File: src/rtl/bovs_pkg.sv
// ----------------------------------------------------------------------------
// bovs_pkg
// Shared types and constants for the best-overlap box selector: register
// indexes, fixed field widths and the controller/datapath interface structs.
// ----------------------------------------------------------------------------
package bovs_pkg;

    // fixed field widths
    localparam int RATIO_BITS    = 17;
    localparam int FRAC_BITS     = 16;
    localparam int SCORE_BITS    = 16;
    localparam int INDEX_BITS    = 12;
    localparam int CFG_ADDR_BITS = 2;

    // divider runs one quotient bit per step
    localparam int DIV_STEPS    = RATIO_BITS;
    localparam int DIV_CNT_BITS = $clog2(DIV_STEPS);

    // target box reset size
    localparam int TARGET_W_RESET = 100;
    localparam int TARGET_H_RESET = 40;

    // configuration register indexes
    typedef enum logic [CFG_ADDR_BITS-1:0] {
        CFG_TARGET_X = 2'd0,
        CFG_TARGET_Y = 2'd1,
        CFG_TARGET_W = 2'd2,
        CFG_TARGET_H = 2'd3
    } bovs_cfg_reg_t;

    // commands from controller to datapath
    typedef struct packed {
        logic load;
        logic area_en;
        logic union_en;
        logic prod_en;
        logic decide_en;
        logic div_start;
        logic div_step;
        logic emit;
    } bovs_cmd_t;

    // status from datapath to controller
    typedef struct packed {
        logic last;
        logic div_last;
    } bovs_status_t;

endpackage

File: src/rtl/bovs_ctrl.sv
// ----------------------------------------------------------------------------
// bovs_ctrl
// Sequencer: accepts one request, walks it through the area, union, product
// and decide steps, runs the divider at the end of a set, and owns the result
// valid flag.
// ----------------------------------------------------------------------------
module bovs_ctrl (
    input  logic                   aclk,
    input  logic                   aresetn,
    input  logic                   s_tvalid,
    output logic                   s_tready,
    output logic                   m_tvalid,
    input  logic                   m_tready,
    input  bovs_pkg::bovs_status_t status,
    output bovs_pkg::bovs_cmd_t    cmd
);
    import bovs_pkg::*;

    typedef enum logic [2:0] {
        ST_IDLE,
        ST_AREA,
        ST_UNION,
        ST_PROD,
        ST_DECIDE,
        ST_DINIT,
        ST_DIV,
        ST_EMIT
    } state_t;

    state_t state_reg, state_next;
    logic   m_valid_reg, m_valid_next;
    logic   out_free;

    assign out_free = !m_valid_reg || m_tready;

    // next state and commands
    always_comb begin
        state_next = state_reg;
        cmd        = '0;
        unique case (state_reg)
            ST_IDLE: begin
                if (s_tvalid) begin
                    cmd.load   = 1'b1;
                    state_next = ST_AREA;
                end
            end
            ST_AREA: begin
                cmd.area_en = 1'b1;
                state_next  = ST_UNION;
            end
            ST_UNION: begin
                cmd.union_en = 1'b1;
                state_next   = ST_PROD;
            end
            ST_PROD: begin
                cmd.prod_en = 1'b1;
                state_next  = ST_DECIDE;
            end
            ST_DECIDE: begin
                cmd.decide_en = 1'b1;
                state_next    = status.last ? ST_DINIT : ST_IDLE;
            end
            ST_DINIT: begin
                cmd.div_start = 1'b1;
                state_next    = ST_DIV;
            end
            ST_DIV: begin
                cmd.div_step = 1'b1;
                if (status.div_last) begin
                    state_next = ST_EMIT;
                end
            end
            ST_EMIT: begin
                if (out_free) begin
                    cmd.emit   = 1'b1;
                    state_next = ST_IDLE;
                end
            end
            default: state_next = ST_IDLE;
        endcase
    end

    // result valid flag
    always_comb begin
        m_valid_next = m_valid_reg;
        if (cmd.emit) begin
            m_valid_next = 1'b1;
        end else if (m_tready) begin
            m_valid_next = 1'b0;
        end
    end

    // state and registered outputs
    always_ff @(posedge aclk) begin
        if (!aresetn) begin
            state_reg   <= ST_IDLE;
            m_valid_reg <= 1'b0;
        end else begin
            state_reg   <= state_next;
            m_valid_reg <= m_valid_next;
        end
    end

    assign s_tready = (state_reg == ST_IDLE);
    assign m_tvalid = m_valid_reg;

endmodule

File: config.mk
export PLATFORM = sky130hd
export DESIGN_NAME = bovs_ctrl
export DESIGN_NICKNAME = d
export VERILOG_FILES = /design/src/rtl/bovs_pkg.sv /design/src/rtl/bovs_ctrl.sv
export SDC_FILE = /design/constraint.sdc
export NUM_CORES = 1
export LEC_CHECK = 0
export BUFFER_PORTS_ARGS = -buffer_cell sky130_fd_sc_hd__buf_2
export CAP_MARGIN = 30
export CORE_AREA = 5 5 42 44
export DETAILED_ROUTE_END_ITERATION = 16
export DIE_AREA = 0 0 47 49
export GPL_TIMING_DRIVEN = 0
export HOLD_SLACK_MARGIN = 0.15
export SLEW_MARGIN = 30
export SYNTH_ARGS = -nofsm -noshare
export SYNTH_HDL_FRONTEND = slang
export SYNTH_SLANG_ARGS = --single-unit
File: constraint.sdc
create_clock -name aclk -period 3.15 [get_ports aclk]
set_input_delay 0.315 -clock aclk [delete_from_list [all_inputs] [get_ports aclk]]
set_output_delay 0.315 -clock aclk [all_outputs]
set_load 0.01 [all_outputs]
## After elaboration in Yosys (flattened, before gate mapping)

Cells that the tools add are included.

| operators by class | value |
|---|---|
| equal/unequal tests | 10 |
| multiplexer cells | 17 |
| reduce and logical (&&, ||, !) cells | 5 |

Operator list:

| kind | count |
|---|---|
| case mux 3 bit (8 select lines) | 1 |
| equality test 3 bit (second input constant) | 4 |
| 2-to-1 mux 1 bit | 12 |
| 2-to-1 mux 3 bit | 4 |
| equality test 3 x 2 -> 1 bit (second input constant) | 2 |
| != test 2 bit (second input constant) | 3 |
| equality test 3 x 1 -> 1 bit (second input constant) | 1 |
| zero test 3 bit | 1 |
| AND reduction 3 bit | 1 |
| nonzero test 2 bit | 1 |
| zero test 1 bit | 1 |
| logical OR 1 bit | 1 |

| storage, ports and cells | value |
|---|---|
| flip-flop bits (word level) | 4 |
| output and inout port bits | 10 |
| word-level logic and storage cells | 34 |

## Longest topological paths before layout

| logic depth | value |
|---|---|
| depth after elaboration | 5 |
| depth in mapped cells | 5 |

## Least setup slack after synthesis

OpenSTA, ideal clock, no wires.

| timing | value |
|---|---|
| path type | register to register |
| from | register state_reg[0] |
| to | register state_reg[2] |
| arrival | 1.341 ns |
| slack | 1.721 ns |
| stages on the path, launching flop included | 6 |
| clock period less this slack | 1.429 ns |
| cell sequence | dfxtp_1 > inv_1 > ha_1 > or3b_1 > and3_4 > a311oi_2 |

| between the ends | value |
|---|---|
| cells in the longest elaborated chain, start to end | 3 |
| elaborated cells between the ends (all ways) | 13 |
| those cells by class | eq/ne: 10; mux: 1; reduce/logical: 2 |

RTL lines:

| item | RTL line | RTL |
|---|---|---|
| start, declared | bovs_ctrl.sv:30 | `state_t state_reg, state_next;` |
| start signal, assigned | bovs_ctrl.sv:99 | `state_reg <= state_next;` |
| equality test 3 bit / zero test 3 bit (equally long branches) | bovs_ctrl.sv:40 | `unique case (state_reg)` |
| != test 2 bit (no line) | -- |  |
| AND reduction 3 bit (no line) | -- |  |

Parallel ways exist; a longest one is shown, timed or not.
A chain may end at the register's enable or synchronous reset.

==> run metrics <==
status complete, no violations; total power per unit cell area roughly 690 nW/um2; root buffer cell clkbuf_4; Warnings, synthesis 0; Worst Hold Class input pin to register; Mapped Area 347 um2; Yosys reg bits 4; Cells after Synth 40; DR iter-0 viols 5; Routed WL per cell 10.0 um; crit-path max FO 6; most frequent cells in the layout buf_2 (16), nor2b_1 (4), a211oi_1 (4), ha_1 (4), dfxtp_1 (4); Worst Setup End Kind output port; I/O pin cnt 16; port bufs 15; hold buffer count at cts 0; initial antenna violation count 0; Slew Limit Fails 0; final setup fails 0; dpl cells 71; Fin Hold WS ~0.36 ns; FFs w/ async S/R, synth 0; Core ar. 1400 um2; WHS Path Cells 3; antenna viol nets, final 0; Sinks on Clock Net 4; Initial Util 0.247; Tcrit/Tclk final 0.542; DRC viols 0; number of core rows 14; HP Start aresetn; final setup TNS 0 ns; Critical Path AT 1.39 ns; Core Util, Final 0.331; Clock Skews 0.000845 ns; Slew HR 0.823; number of flip-flops under the largest register name 3; Distinct cells, synth 21; EDFF count, synth 0; most common cell after layout, fill and taps aside buf_2; clk_lat worst skew approximately 0.23 ns; syn avg cell area 8.66 um2; top cell type's share of synthesized area 0.231; startpoint types register; RSZ-0062 raised after global routing no; # resized after CTS 0; max_cap viols 0; Layout area overhead 33.9%; post-synth top area cell dfxtp_1; FILL cells 162; Routability Congestion 0.780; R2R cell count 5; Setup Buffers After CTS 0; Clock transition at path regs approximately 0.04 ns; die area 2300 um2; clock tree buffer depth 2; first-pass GRT wire length 1.26 mm; Die W 47 um; final WL 741 um; Pre-antenna DRT Iters 2; CTS tree yes; WS Path Type register to output port; die height 49 um; H-Tree Depth 1; GR Util All Layers 0.0747; FMAX just under 600 MHz; Final Net Count 70; register area share after synthesis 0.231; Synth Net Count 50; peak supply drop 0.000236 V; fraction of layout cells with a size suffix above 1 0.414; reg-to-reg endpoint state_reg[2]$_SDFFE_PN0P_; Tightest Pin Transition 0.263 ns; hold endpoint state_reg[1]$_SDFFE_PN0P_; Post-Layout Cell Count 74; r2r startpoint state_reg[0]$_SDFFE_PN0P_; Vias 334; Final min period approximately 1.7 ns; Worst EP required approximately 2.8 ns; synth top area cells dfxtp_1 (23%), ha_1 (14%), a211oi_1 (8.7%), nor2b_1 (7.2%), and2_1 (5.4%); largest net degree at the start of global routing 11; vias in the first global route 324; total power draw 320 uW; vias per cell around 4.5; cts bufs inserted 3; r2r setup slk 1.61 ns; Antenna diodes 0; hpwl dp roughly 640 um; Synth Flop Type dfxtp_1; GRT Residual Overflow 0; Static Leak 0.000235 uW; Hold Fails Final Rpt 0
where the power goes:
group / internal [uW] / switching [uW] / total [uW]
clock network: 42.5 / 19.0 / 61.5
logic: 88.2 / 92.6 / 181
registers: 63.7 / 13.6 / 77.3
synth_stat cells, drive strengths merged, types with 2 or more instances:
library cell  count
and2              4
ha                4
buf               2
a211oi            4
dfxtp             4
inv               3
nand2             3
nor2b             5
a21oi             2
critical path, stage by stage, from the launching register on:
cell     delay (ns)
dfxtp_1        0.38
inv_1          0.08
ha_1           0.25
nor2b_2        0.17
and2_1         0.15
buf_2          0.13
stage by stage:
stage               worst slack (ns)  area (um2)
floorplan                       1.72         347
global placement                1.63         442
detailed placement              1.61         442
CTS                             1.42         464
global route                    1.33         464
finish                          1.44         464
how the worst max path moves through the flow:
stage / startpoint / end / slack (ns) / cells past startpoint
2_1_floorplan: state_reg[0]$_SDFFE_PN0P_ / state_reg[2]$_SDFFE_PN0P_ / 1.72 / 5
3_5_place_dp: state_reg[0]$_SDFFE_PN0P_ / state_reg[2]$_SDFFE_PN0P_ / 1.61 / 5
3_3_place_gp: state_reg[0]$_SDFFE_PN0P_ / state_reg[2]$_SDFFE_PN0P_ / 1.63 / 5
6_report: state_reg[0]$_SDFFE_PN0P_ / cmd[7] / 1.44 / 5
5_1_grt: state_reg[0]$_SDFFE_PN0P_ / cmd[7] / 1.33 / 5
4_1_cts: state_reg[0]$_SDFFE_PN0P_ / cmd[7] / 1.42 / 5
routing by layer:
layer  up-vias  global-route usage  wire, um
met4         0              0.0138         0
met3         0              0.0590        84
li1        175                   -         -
met5         -                   0         0
met1       148              0.0903       370
met2        11               0.104       286
cell families (layout without fill, tap and decap cells):
group / after synthesis / after routing / share of synthesized area
AO/OA/AOI/OAI: 8 / 8 / 0.177
flip-flops: 4 / 4 / 0.231
buffers and inverters: 5 / 23 / 0.0686
AND/OR/NAND/NOR: 18 / 18 / 0.350
multiplexers: 1 / 1 / 0.0289
adder cells (fa/ha/maj): 4 / 4 / 0.144
cell type report:
type | count | area (um2) | area share
tap | 16 | 20.0 | 0.0431
timing repair buffer | 15 | 75.1 | 0.162
buffer | 2 | 12.5 | 0.0270
clock buffer | 3 | 22.5 | 0.0485
sequential | 4 | 80.1 | 0.173
multi-input combinational | 31 | 243 | 0.523
inverter | 3 | 11.3 | 0.0243
(Power assumes the default switching activity.)
