==> config.mk <==
export PLATFORM = sky130hd
export DESIGN_NAME = bovs_datapath
export DESIGN_NICKNAME = d
export VERILOG_FILES = /design/src/rtl/bovs_pkg.sv /design/src/rtl/bovs_div.sv /design/src/rtl/bovs_datapath.sv
export SDC_FILE = /design/constraint.sdc
export NUM_CORES = 2
export LEC_CHECK = 0
export ABC_CLOCK_PERIOD_IN_PS = 11450
export BUFFER_PORTS_ARGS = -buffer_cell sky130_fd_sc_hd__buf_2
export CAP_MARGIN = 20
export CORE_ASPECT_RATIO = 0.8
export CORE_MARGIN = 2
export CORE_UTILIZATION = 60
export DETAILED_ROUTE_END_ITERATION = 10
export GPL_ROUTABILITY_DRIVEN = 0
export PLACE_DENSITY = 0.8
export SYNTH_ARGS = -nofsm -noshare
export SYNTH_HDL_FRONTEND = slang
export SYNTH_SLANG_ARGS = --single-unit
==> constraint.sdc <==
create_clock -name aclk -period 11.45 [get_ports aclk]
set_input_delay 0.5725 -clock aclk [delete_from_list [all_inputs] [get_ports aclk]]
set_output_delay 0.5725 -clock aclk [all_outputs]
set_load 0.01 [all_outputs]
==> src/rtl/bovs_pkg.sv <==
// ----------------------------------------------------------------------------
// bovs_pkg
// Shared types and constants for the best-overlap box selector: register
// indexes, fixed field widths and the controller/datapath interface structs.
// ----------------------------------------------------------------------------
package bovs_pkg;

    // fixed field widths
    localparam int RATIO_BITS    = 17;
    localparam int FRAC_BITS     = 16;
    localparam int SCORE_BITS    = 16;
    localparam int INDEX_BITS    = 12;
    localparam int CFG_ADDR_BITS = 2;

    // divider runs one quotient bit per step
    localparam int DIV_STEPS    = RATIO_BITS;
    localparam int DIV_CNT_BITS = $clog2(DIV_STEPS);

    // target box reset size
    localparam int TARGET_W_RESET = 100;
    localparam int TARGET_H_RESET = 40;

    // configuration register indexes
    typedef enum logic [CFG_ADDR_BITS-1:0] {
        CFG_TARGET_X = 2'd0,
        CFG_TARGET_Y = 2'd1,
        CFG_TARGET_W = 2'd2,
        CFG_TARGET_H = 2'd3
    } bovs_cfg_reg_t;

    // commands from controller to datapath
    typedef struct packed {
        logic load;
        logic area_en;
        logic union_en;
        logic prod_en;
        logic decide_en;
        logic div_start;
        logic div_step;
        logic emit;
    } bovs_cmd_t;

    // status from datapath to controller
    typedef struct packed {
        logic last;
        logic div_last;
    } bovs_status_t;

endpackage

==> src/rtl/bovs_div.sv <==
// ----------------------------------------------------------------------------
// bovs_div
// Restoring divider for the final ratio: (inter * 2^16 + union / 2) / union,
// one quotient bit per step, 17 steps.
// ----------------------------------------------------------------------------
module bovs_div #(
    parameter int AREA_BITS = 24
) (
    input  logic                           aclk,
    input  logic                           aresetn,
    input  logic                           start,
    input  logic                           step,
    input  logic [AREA_BITS-1:0]           inter,
    input  logic [AREA_BITS:0]             uni,
    output logic [bovs_pkg::RATIO_BITS-1:0] quotient,
    output logic                           last_step
);
    import bovs_pkg::*;

    localparam int NUM_BITS = AREA_BITS + RATIO_BITS;

    logic [AREA_BITS:0]          den_reg;
    logic [AREA_BITS:0]          rem_reg;
    logic [RATIO_BITS-1:0]       sh_reg;
    logic [DIV_CNT_BITS-1:0]     cnt_reg;
    logic [NUM_BITS-1:0]         num;
    logic [AREA_BITS+1:0]        trial;
    logic [AREA_BITS+1:0]        diff;
    logic                        ge;

    // rounded numerator; quotient never exceeds 2^16 so the top part is below union
    assign num = {1'b0, inter, {FRAC_BITS{1'b0}}} + NUM_BITS'(uni >> 1);

    // one trial subtraction
    assign trial = {rem_reg, sh_reg[RATIO_BITS-1]};
    assign diff  = trial - {1'b0, den_reg};
    assign ge    = (trial >= {1'b0, den_reg});

    assign quotient  = sh_reg;
    assign last_step = (cnt_reg == DIV_CNT_BITS'(DIV_STEPS - 1));

    // step counter
    always_ff @(posedge aclk) begin
        if (!aresetn) begin
            cnt_reg <= '0;
        end else if (start) begin
            cnt_reg <= '0;
        end else if (step) begin
            cnt_reg <= cnt_reg + DIV_CNT_BITS'(1);
        end
    end

    // remainder and quotient shift register
    always_ff @(posedge aclk) begin
        if (start) begin
            den_reg <= uni;
            rem_reg <= {1'b0, num[NUM_BITS-1:RATIO_BITS]};
            sh_reg  <= num[RATIO_BITS-1:0];
        end else if (step) begin
            rem_reg <= ge ? diff[AREA_BITS:0] : trial[AREA_BITS:0];
            sh_reg  <= {sh_reg[RATIO_BITS-2:0], ge};
        end
    end

endmodule

==> src/rtl/bovs_datapath.sv <==
// ----------------------------------------------------------------------------
// bovs_datapath
// Target registers, per-box area and union arithmetic, cross-multiplied
// compare against the kept best, tracking state and the result register.
// ----------------------------------------------------------------------------
module bovs_datapath #(
    parameter int COORD_BITS = 12,
    parameter int MAX_BOXES  = 4096
) (
    input  logic                                   aclk,
    input  logic                                   aresetn,
    input  logic                                   cfg_wr_en,
    input  logic [bovs_pkg::CFG_ADDR_BITS-1:0]     cfg_addr,
    input  logic [COORD_BITS-1:0]                  cfg_wdata,
    input  logic [COORD_BITS-1:0]                  in_left,
    input  logic [COORD_BITS-1:0]                  in_top,
    input  logic [COORD_BITS-1:0]                  in_right,
    input  logic [COORD_BITS-1:0]                  in_bottom,
    input  logic signed [bovs_pkg::SCORE_BITS-1:0] in_score,
    input  logic                                   in_last,
    input  bovs_pkg::bovs_cmd_t                    cmd,
    output bovs_pkg::bovs_status_t                 status,
    output logic [bovs_pkg::RATIO_BITS-1:0]        best_ratio,
    output logic signed [bovs_pkg::SCORE_BITS-1:0] best_score,
    output logic [COORD_BITS-1:0]                  best_left,
    output logic [COORD_BITS-1:0]                  best_top,
    output logic [COORD_BITS-1:0]                  best_right,
    output logic [COORD_BITS-1:0]                  best_bottom,
    output logic [bovs_pkg::INDEX_BITS-1:0]        best_index
);
    import bovs_pkg::*;

    localparam int C         = COORD_BITS;
    localparam int AREA_BITS = 2 * C;
    localparam int UNI_BITS  = AREA_BITS + 1;
    localparam int PROD_BITS = AREA_BITS + UNI_BITS;
    localparam int CNT_BITS  = (MAX_BOXES > 2) ? $clog2(MAX_BOXES) : 1;

    // target registers
    logic [C-1:0] tgt_x_reg, tgt_y_reg, tgt_w_reg, tgt_h_reg;

    // latched input item
    logic [C-1:0]            l_reg, t_reg, r_reg, b_reg;
    logic signed [SCORE_BITS-1:0] score_reg;
    logic                    last_reg;

    // area stage
    logic [C:0]              tgt_r, tgt_b;
    logic [C-1:0]            il, ir, it, ib;
    logic [C-1:0]            wc, hc, wi, hi;
    logic [AREA_BITS-1:0]    area_c_reg, inter_reg, area_t_reg;

    // union stage
    logic [UNI_BITS-1:0]     uni_sum;
    logic [AREA_BITS-1:0]    inter_z_reg;
    logic [UNI_BITS-1:0]     uni_reg;

    // cross products
    logic [PROD_BITS-1:0]    p_new_reg, p_best_reg;
    logic                    take;

    // tracking state
    logic                    have_best_reg;
    logic [AREA_BITS-1:0]    best_inter_reg;
    logic [UNI_BITS-1:0]     best_uni_reg;
    logic signed [SCORE_BITS-1:0] kept_score_reg;
    logic [C-1:0]            kept_l_reg, kept_t_reg, kept_r_reg, kept_b_reg;
    logic [INDEX_BITS-1:0]   kept_index_reg;
    logic [CNT_BITS-1:0]     cnt_reg;
    logic [CNT_BITS+INDEX_BITS-1:0] cnt_wide;

    // result register
    logic [RATIO_BITS-1:0]   out_ratio_reg;
    logic signed [SCORE_BITS-1:0] out_score_reg;
    logic [C-1:0]            out_l_reg, out_t_reg, out_r_reg, out_b_reg;
    logic [INDEX_BITS-1:0]   out_index_reg;

    logic [RATIO_BITS-1:0]   quotient;
    logic                    div_last;

    // configuration writes
    always_ff @(posedge aclk) begin
        if (!aresetn) begin
            tgt_x_reg <= '0;
            tgt_y_reg <= '0;
            tgt_w_reg <= C'(TARGET_W_RESET);
            tgt_h_reg <= C'(TARGET_H_RESET);
        end else if (cfg_wr_en) begin
            unique case (bovs_cfg_reg_t'(cfg_addr))
                CFG_TARGET_X: tgt_x_reg <= cfg_wdata;
                CFG_TARGET_Y: tgt_y_reg <= cfg_wdata;
                CFG_TARGET_W: tgt_w_reg <= cfg_wdata;
                CFG_TARGET_H: tgt_h_reg <= cfg_wdata;
                default:      tgt_x_reg <= tgt_x_reg;
            endcase
        end
    end

    // latch the accepted request
    always_ff @(posedge aclk) begin
        if (cmd.load) begin
            l_reg     <= in_left;
            t_reg     <= in_top;
            r_reg     <= in_right;
            b_reg     <= in_bottom;
            score_reg <= in_score;
            last_reg  <= in_last;
        end
    end

    // spans of the candidate and of the intersection; inverted spans are zero
    always_comb begin
        tgt_r = {1'b0, tgt_x_reg} + {1'b0, tgt_w_reg};
        tgt_b = {1'b0, tgt_y_reg} + {1'b0, tgt_h_reg};
        il    = (l_reg > tgt_x_reg) ? l_reg : tgt_x_reg;
        it    = (t_reg > tgt_y_reg) ? t_reg : tgt_y_reg;
        ir    = ({1'b0, r_reg} < tgt_r) ? r_reg : tgt_r[C-1:0];
        ib    = ({1'b0, b_reg} < tgt_b) ? b_reg : tgt_b[C-1:0];
        wc    = (r_reg > l_reg) ? (r_reg - l_reg) : '0;
        hc    = (b_reg > t_reg) ? (b_reg - t_reg) : '0;
        wi    = (ir > il) ? (ir - il) : '0;
        hi    = (ib > it) ? (ib - it) : '0;
    end

    // area products
    always_ff @(posedge aclk) begin
        if (cmd.area_en) begin
            area_c_reg <= {{C{1'b0}}, wc} * {{C{1'b0}}, hc};
            inter_reg  <= {{C{1'b0}}, wi} * {{C{1'b0}}, hi};
            area_t_reg <= {{C{1'b0}}, tgt_w_reg} * {{C{1'b0}}, tgt_h_reg};
        end
    end

    // union; a zero union counts as 0 over 1
    assign uni_sum = {1'b0, area_c_reg} + {1'b0, area_t_reg} - {1'b0, inter_reg};

    always_ff @(posedge aclk) begin
        if (cmd.union_en) begin
            if (uni_sum == '0) begin
                inter_z_reg <= '0;
                uni_reg     <= UNI_BITS'(1);
            end else begin
                inter_z_reg <= inter_reg;
                uni_reg     <= uni_sum;
            end
        end
    end

    // cross products against the kept best
    always_ff @(posedge aclk) begin
        if (cmd.prod_en) begin
            p_new_reg  <= {{UNI_BITS{1'b0}}, inter_z_reg} * {{AREA_BITS{1'b0}}, best_uni_reg};
            p_best_reg <= {{UNI_BITS{1'b0}}, best_inter_reg} * {{AREA_BITS{1'b0}}, uni_reg};
        end
    end

    assign take     = !have_best_reg || (p_new_reg > p_best_reg);
    assign cnt_wide = {{INDEX_BITS{1'b0}}, cnt_reg};

    // tracking control state
    always_ff @(posedge aclk) begin
        if (!aresetn) begin
            have_best_reg <= 1'b0;
            cnt_reg       <= '0;
        end else if (cmd.emit) begin
            have_best_reg <= 1'b0;
            cnt_reg       <= '0;
        end else if (cmd.decide_en) begin
            if (take) begin
                have_best_reg <= 1'b1;
            end
            if (cnt_reg == CNT_BITS'(MAX_BOXES - 1)) begin
                cnt_reg <= '0;
            end else begin
                cnt_reg <= cnt_reg + CNT_BITS'(1);
            end
        end
    end

    // kept best payload
    always_ff @(posedge aclk) begin
        if (cmd.decide_en && take) begin
            best_inter_reg <= inter_z_reg;
            best_uni_reg   <= uni_reg;
            kept_score_reg <= score_reg;
            kept_l_reg     <= l_reg;
            kept_t_reg     <= t_reg;
            kept_r_reg     <= r_reg;
            kept_b_reg     <= b_reg;
            kept_index_reg <= cnt_wide[INDEX_BITS-1:0];
        end
    end

    // final ratio divider
    bovs_div #(
        .AREA_BITS (AREA_BITS)
    ) u_div (
        .aclk      (aclk),
        .aresetn   (aresetn),
        .start     (cmd.div_start),
        .step      (cmd.div_step),
        .inter     (best_inter_reg),
        .uni       (best_uni_reg),
        .quotient  (quotient),
        .last_step (div_last)
    );

    // result register
    always_ff @(posedge aclk) begin
        if (cmd.emit) begin
            out_ratio_reg <= quotient;
            out_score_reg <= kept_score_reg;
            out_l_reg     <= kept_l_reg;
            out_t_reg     <= kept_t_reg;
            out_r_reg     <= kept_r_reg;
            out_b_reg     <= kept_b_reg;
            out_index_reg <= kept_index_reg;
        end
    end

    assign status.last     = last_reg;
    assign status.div_last = div_last;

    assign best_ratio  = out_ratio_reg;
    assign best_score  = out_score_reg;
    assign best_left   = out_l_reg;
    assign best_top    = out_t_reg;
    assign best_right  = out_r_reg;
    assign best_bottom = out_b_reg;
    assign best_index  = out_index_reg;

endmodule

* Yosys cells after proc, flatten, opt, wreduce, memory -nomap -nowiden
Index checks and enable logic that the tools add are counted.
** Operators by class
- $mul :: 5
- Muxes and demuxes :: 14
- Equal/unequal tests :: 5
- Magnitude comparators :: 10
- Reductions and logical operators :: 13
- Add/subtract/negate cells :: 12
- Bitwise logic cells :: 1
** Operator list (count)
- $mux W12 :: 9
- $mul A24 B25 Y49 :: 2
- $gt A12 B12 Y1 :: 6
- $mul A12 B12 Y24 :: 3
- $gt A49 B49 Y1 :: 1
- $mux W24 :: 2
- $sub A12 B12 Y12 :: 4
- $add A40 B24 Y41 :: 1
- $mux W17 :: 2
- $add A12 B12 Y13 :: 2
- $ge A26 B25 Y1 :: 1
- $lt A12 B13 Y1 :: 2
- $add A24 B24 Y25 :: 1
- $logic_not A25 Y1 :: 1
- $mux W25 :: 1
- $sub A25 B24 Y25 :: 1
- $sub A25 B25 Y25 :: 1
- $add A12 B1 Y12 const B :: 1
- $eq A12 B12 Y1 const B :: 1
- $reduce_and A2 Y1 :: 5
- $add A5 B1 Y5 const B :: 1
- $eq A5 B5 Y1 const B :: 1
- $eq A2 B2 Y1 const B :: 2
- $reduce_or A2 Y1 :: 2
- other kinds (7) :: 7
** Storage, ports and cells
- Bits of input ports :: 90
- Logic and storage cells :: 99
- Output and inout bits :: 95
- Register bits after elaboration :: 635

* Logic depth before layout (Yosys ltp)
- Depth after elaboration :: 6
- Depth in mapped cells :: 55
- Mapped depth without buffers :: 53

* Hierarchy
From an unflattened synthesis, not the netlist that was laid out.
** Unflattened totals
- Cells, all modules :: 8342
- Area, all modules :: 82525.4 um2
** By module, submodules not included
- bovs_datapath :: area each 77413.0 um2, seq. area each 16295.6 um2, cells each 7842, times used 1
- bovs_div :: area each 5112.4 um2, seq. area each 2102.0 um2, cells each 500, times used 1

* Least setup slack after synthesis
No wires, ideal clock.
- Path type :: reg2reg
- From :: reg tgt_h_reg[1]
- To :: reg inter_reg[21] (data pin)
- Required time :: 11192 ps
- Clock period less this slack :: 10650 ps
- Setup slack :: 800 ps
- Path buffers :: 3
- Library setup time :: 258 ps
- Stages on the path, launching flop included :: 51
- Data arrival time :: 10393 ps
- Path through :: dfxtp_1 clkbuf_1 inv_1 fa_1 inv_1 a21oi_1 o21ai_0 a21o_1 a21o_1 a21o_1 a21o_1 a21o_1 a21o_1 xnor2_1 ha_1 o2111ai_1 o21ai_0 o211ai_1 [... 15 more ...] nand2b_1 nor2_1 fa_1 fa_1 inv_1 fa_1 fa_1 fa_1 inv_1 ha_1 and2_1 o21ai_0 o21ai_0 o41a_1 a21oi_1 inv_1 a21o_1 xnor2_1
** On the way
- Cells in the longest elaborated chain, start to end :: 6
- Elaborated cells on any way between the ends :: 7
- Those cells by class :: add/sub (2); mul (1); order compare (2); mux (2)
** Ends and longest elaborated chain
- start: declaration :: line bovs_datapath.sv:40 : logic [C-1:0] tgt_x_reg, tgt_y_reg, tgt_w_reg, tgt_h_reg;
- start signal: assignment :: line bovs_datapath.sv:87 : tgt_h_reg <= C'(TARGET_H_RESET);
- start signal: assignment :: line bovs_datapath.sv:93 : CFG_TARGET_H: tgt_h_reg <= cfg_wdata;
- $add A12 B12 Y13 (*) :: line bovs_datapath.sv:114 : tgt_b = {1'b0, tgt_y_reg} + {1'b0, tgt_h_reg};
- $lt A12 B13 Y1 :: line bovs_datapath.sv:118 : ib = ({1'b0, b_reg} < tgt_b) ? b_reg : tgt_b[C-1:0];
- $mux W12 (*) :: line bovs_datapath.sv:118
- $sub A12 B12 Y12 or $gt A12 B12 Y1 (tied branches) :: line bovs_datapath.sv:122 : hi = (ib > it) ? (ib - it) : '0;
- $mux W12 (*) :: line bovs_datapath.sv:122
- $mul A12 B12 Y24 (*) :: line bovs_datapath.sv:129 : inter_reg <= {{C{1'b0}}, wi} * {{C{1'b0}}, hi};
- end signal: assignment :: line bovs_datapath.sv:129
- end: declaration :: line bovs_datapath.sv:51 : logic [AREA_BITS-1:0] area_c_reg, inter_reg, area_t_reg;
Mark *: on every way between the ends. The rest lies on a longest branch, timed or not.
A chain may end at the register's enable or synchronous reset.

* Final worst setup path
- From :: reg tgt_y_reg[0]
- To :: reg inter_reg[19] (data pin)
** On the way
- Cells in the longest elaborated chain, start to end :: 6
- Elaborated cells on any way between the ends :: 9
- Those cells by class :: add/sub (2); mul (1); order compare (3); mux (3)
** Ends and longest elaborated chain
- start: declaration :: line bovs_datapath.sv:40
- start signal: assignment :: line bovs_datapath.sv:91 : CFG_TARGET_Y: tgt_y_reg <= cfg_wdata;
- $add A12 B12 Y13 :: line bovs_datapath.sv:114
- $lt A12 B13 Y1 :: line bovs_datapath.sv:118
- $mux W12 :: line bovs_datapath.sv:118
- $sub A12 B12 Y12 or $gt A12 B12 Y1 (tied branches) :: line bovs_datapath.sv:122
- $mux W12 (*) :: line bovs_datapath.sv:122
- $mul A12 B12 Y24 (*) :: line bovs_datapath.sv:129
Marks and branches as above.

==> impl_metrics.json <==
{
  "hold_class": "primary input to register",
  "worstSetupEndpointType": "register",
  "cpMaxStageDelayCell": "sky130_fd_sc_hd__fa_1",
  "ant_nets": 0,
  "slowest_delay_ns": 0.57,
  "tritoncts.num_buffers": 66,
  "die_height_um": 334,
  "dpl.cell_count": 10000,
  "drt-initial-drc-count": 5904,
  "netlist_area_um2": 81700,
  "area_growth_syn_to_fin_pct": 6.78,
  "number_of_antenna_violations_at_the_first_check_in_global_routing": 7,
  "status": "complete, no violations",
  "clkSlewWorstSetupHoldPaths_ns": 0.07,
  "final_cells": 10200,
  "grt_first_pass_wirelength_um": 349000,
  "synth-async-reset-ratio": 0,
  "reg2reg_path_depth": 50,
  "cp_max_fo": 13,
  "clkLatencyLatePin_ns": 0.70,
  "fmax_achieved_mhz": 90.4,
  "synth-xor-area-share": 0.0281,
  "tritoncts": "yes",
  "synth-seq-cells": 635,
  "worst-path-stages": 50,
  "finish.utilization": 0.643,
  "synth_ff_type": "sky130_fd_sc_hd__edfxtp_1",
  "globalRoute.totalOverflow": 0,
  "yosys.area_share.adder": 0.445,
  "post_drt_wl_per_cell_um": 21.3,
  "totalWireLength_um": 217000,
  "worstHoldPathCells": 1,
  "met1Wirelength_um": 81700,
  "critical_path_required_ns": 11.85,
  "grt.total_usage": 0.322,
  "cts-root-buf": "sky130_fd_sc_hd__clkbuf_16",
  "syn_avg_cell_area_um2": 9.88,
  "synth_top_family_by_area": "adder cells",
  "clock_period_minus_final_worst_setup_slack_ns": 11.07,
  "post-route-period-util": 0.967,
  "critical_path_startpoint_category": "register",
  "design.die.area_um2": 139000,
  "number_of_different_library_cells_in_the_post_synthesis_netlist": 82,
  "drc": 0,
  "timing_hold_violations_final": 0,
  "fraction_of_layout_instances_using_a_drive_strength_above_1": 0.0634,
  "max-slew-margin-rel": 0.107,
  "synth.yosys.seq_area_share": 0.225,
  "crit_path_frequent_cell": "sky130_fd_sc_hd__fa_1",
  "placement_rows": 121,
  "grt_pass1_vias": 64400,
  "synthesis.yosys.warnings": 0,
  "viasPerCell": 5.88,
  "finalHoldWorstSlack_ns": 0.0660,
  "port_buffers": 184,
  "hold_buffers": 0,
  "timing.critical_path.buf_inv": 6,
  "placed_area_um2": 84700,
  "synth_cells": 8269,
  "total_count_of_max_transition_violations_in_the_final_report": 0,
  "die_w_um": 417,
  "grt_start_max_net_pins": 73,
  "net_count_after_synthesis": 10500,
  "first_pass_detailed_route_iteration_total": 7,
  "criticalPathCategory": "register to register",
  "io-pin-count": 185,
  "fp.coreArea_um2": 136000,
  "dr.max_layer_used": "met5",
  "finalNetCount": 10500,
  "htreeDepth": 3,
  "cts_num_sinks": 635,
  "max_buffers_root_to_sink": 3,
  "synth-edff-count": 568,
  "setup_viol": 0,
  "yosys-mux-area-fraction": 0.00926,
  "vias": 59800,
  "final.setup_skew_ns": 0.0509,
  "fraction_of_the_mapped_netlist_area_in_compound_gates": 0.0621,
  "max_cap_violations": 0,
  "final_design_area_no_fill_um2": 87300,
  "critPathTopFamily": "compound AO/OA/AOI/OAI gates",
  "worst_pin_slew_ns": 1.33,
  "wl_met3_um": 24300,
  "dr_wl_met2_um": 98800,
  "floorplan.initialDensity": 0.602,
  "synth-simple-area-share": 0.137,
  "worstPathArrival_ns": 11.47,
  "hpwl_um": 164000
}
-- layer usage --
layer | global-route usage | up-vias
met3 | 0.0735 | 772
met4 | 0.156 | 2
met2 | 0.512 | 3370
met5 | 0 | -
met1 | 0.419 | 29800
li1 | - | 25900
-- timing repair --
action | in CTS | in global routing
setup endpoints to repair | 3 | 12
gates resized for setup | 3 | 46
gates cloned | 0 | 1
pin swaps | 0 | 3
buffers inserted | 0 | 17
-- final timing paths --
path,to,start,slack (ns)
max,inter_reg[19]$_DFFE_PP_,tgt_y_reg[0]$_SDFFE_PN0P_,0.38
min,t_reg[9]$_DFFE_PP_,in_top[9],0.07
max reg2reg,inter_reg[19]$_DFFE_PP_,tgt_y_reg[0]$_SDFFE_PN0P_,0.38
min reg2reg,best_score[1]$_DFFE_PP_,kept_score_reg[1]$_DFFE_PP_,0.40
-- worst reg2reg max path: cells and delay by family (launching register included) --
kind,cells,cell delay [ns]
adders and majority gates,11,4.01
muxes,1,0.21
xor gates and xnor gates,2,0.25
DFF,1,0.35
buffers and inverters,6,0.63
and+or+nand+nor,6,0.76
AOI/OAI and AO/OA,24,4.58
-- logic make-up after synthesis --
logic type / count (synthesis)
buf+inv: 2027
compound gates: 781
simple gates: 2387
xor+xnor: 262
flops: 635
mux: 73
fa+ha+maj: 2104
-- cells in the mapped netlist, types with 5 or more instances --
cell type / instances / area (um2)
sky130_fd_sc_hd__a21boi_0: 36 / 270
sky130_fd_sc_hd__or4_1: 5 / 37.5
sky130_fd_sc_hd__fa_1: 1340 / 26800
sky130_fd_sc_hd__or2_2: 10 / 62.6
sky130_fd_sc_hd__nor2_1: 256 / 961
sky130_fd_sc_hd__a211oi_1: 40 / 300
sky130_fd_sc_hd__nor4_1: 8 / 50.1
sky130_fd_sc_hd__and3_1: 35 / 219
sky130_fd_sc_hd__a21oi_1: 242 / 1210
sky130_fd_sc_hd__o41ai_1: 6 / 52.6
sky130_fd_sc_hd__and2_1: 495 / 3100
sky130_fd_sc_hd__xor2_1: 90 / 788
sky130_fd_sc_hd__nor2b_1: 98 / 613
sky130_fd_sc_hd__or3_1: 10 / 62.6
sky130_fd_sc_hd__mux2_2: 21 / 236
sky130_fd_sc_hd__o21ai_0: 122 / 611
sky130_fd_sc_hd__nand2b_1: 47 / 294
sky130_fd_sc_hd__inv_1: 1686 / 6330
sky130_fd_sc_hd__o211ai_1: 8 / 60.1
sky130_fd_sc_hd__nor3b_1: 5 / 37.5
sky130_fd_sc_hd__ha_1: 764 / 9560
sky130_fd_sc_hd__nand3_1: 61 / 305
sky130_fd_sc_hd__xnor2_1: 172 / 1510
sky130_fd_sc_hd__mux2i_1: 52 / 521
sky130_fd_sc_hd__a221oi_1: 5 / 43.8
sky130_fd_sc_hd__nand2_1: 1230 / 4620
sky130_fd_sc_hd__o31a_1: 9 / 78.8
sky130_fd_sc_hd__edfxtp_1: 568 / 17100
sky130_fd_sc_hd__nand4_1: 48 / 300
sky130_fd_sc_hd__o21a_1: 27 / 203
sky130_fd_sc_hd__and4_1: 10 / 87.6
sky130_fd_sc_hd__a21o_1: 147 / 1100
sky130_fd_sc_hd__clkbuf_1: 315 / 1180
sky130_fd_sc_hd__a31oi_1: 22 / 138
sky130_fd_sc_hd__o21ai_1: 9 / 45.0
sky130_fd_sc_hd__o21bai_1: 30 / 225
sky130_fd_sc_hd__buf_2: 8 / 40.0
sky130_fd_sc_hd__dfxtp_1: 67 / 1340
sky130_fd_sc_hd__a221o_1: 5 / 50.1
sky130_fd_sc_hd__a2111oi_0: 9 / 78.8
sky130_fd_sc_hd__nor3_1: 57 / 285
sky130_fd_sc_hd__o2111ai_1: 5 / 43.8
sky130_fd_sc_hd__o31ai_1: 6 / 45.0
sky130_fd_sc_hd__buf_1: 13 / 48.8
-- through the flow --
step | setup TNS [ns] | setup slack (ns)
after floorplan | 0 | 0.800
after global placement | 0 | 0.389
after detailed placement | 0 | 0.00590
after CTS | 0 | 0.0613
after global routing | -0.438 | -0.0824
final | 0 | 0.382
-- cell usage in the layout (no fill, tap or decap), types with 13 or more instances in the layout --
cell type and instances:
sky130_fd_sc_hd__a211oi_1 38, sky130_fd_sc_hd__a31oi_1 20, sky130_fd_sc_hd__buf_2 182, sky130_fd_sc_hd__and2_1 493, sky130_fd_sc_hd__o21a_1 27, sky130_fd_sc_hd__a21oi_1 239
sky130_fd_sc_hd__nor3_1 56, sky130_fd_sc_hd__dfxtp_1 66, sky130_fd_sc_hd__nand2_1 1230, sky130_fd_sc_hd__xor2_1 90, sky130_fd_sc_hd__a21boi_0 33, sky130_fd_sc_hd__nor2_1 253
sky130_fd_sc_hd__mux2i_1 51, sky130_fd_sc_hd__nand3_1 61, sky130_fd_sc_hd__xnor2_1 171, sky130_fd_sc_hd__fa_1 1340, sky130_fd_sc_hd__mux2_2 21, sky130_fd_sc_hd__inv_1 1686
sky130_fd_sc_hd__nor2b_1 92, sky130_fd_sc_hd__buf_4 157, sky130_fd_sc_hd__ha_1 763, sky130_fd_sc_hd__edfxtp_1 568, sky130_fd_sc_hd__o21ai_0 116, sky130_fd_sc_hd__o21bai_1 30
sky130_fd_sc_hd__and3_1 35, sky130_fd_sc_hd__nand2b_1 46, sky130_fd_sc_hd__nand4_1 48, sky130_fd_sc_hd__o21ai_1 13, sky130_fd_sc_hd__a21o_1 147, sky130_fd_sc_hd__clkbuf_16 68
-- area by class of cell --
class	count	area (um2)
diodes	4	10.0
multi-input cells	5607	55900
well taps	1783	2230
fillers	10300	48400
clock buffers	72	1720
repair buffers	346	2220
clock inverters	44	463
flip-flops and latches	635	18400
inverters	1687	6330
Power is left out: the tool's default activity adds up to more than one toggle a clock period on the data nets, which glitch-free logic cannot reach.
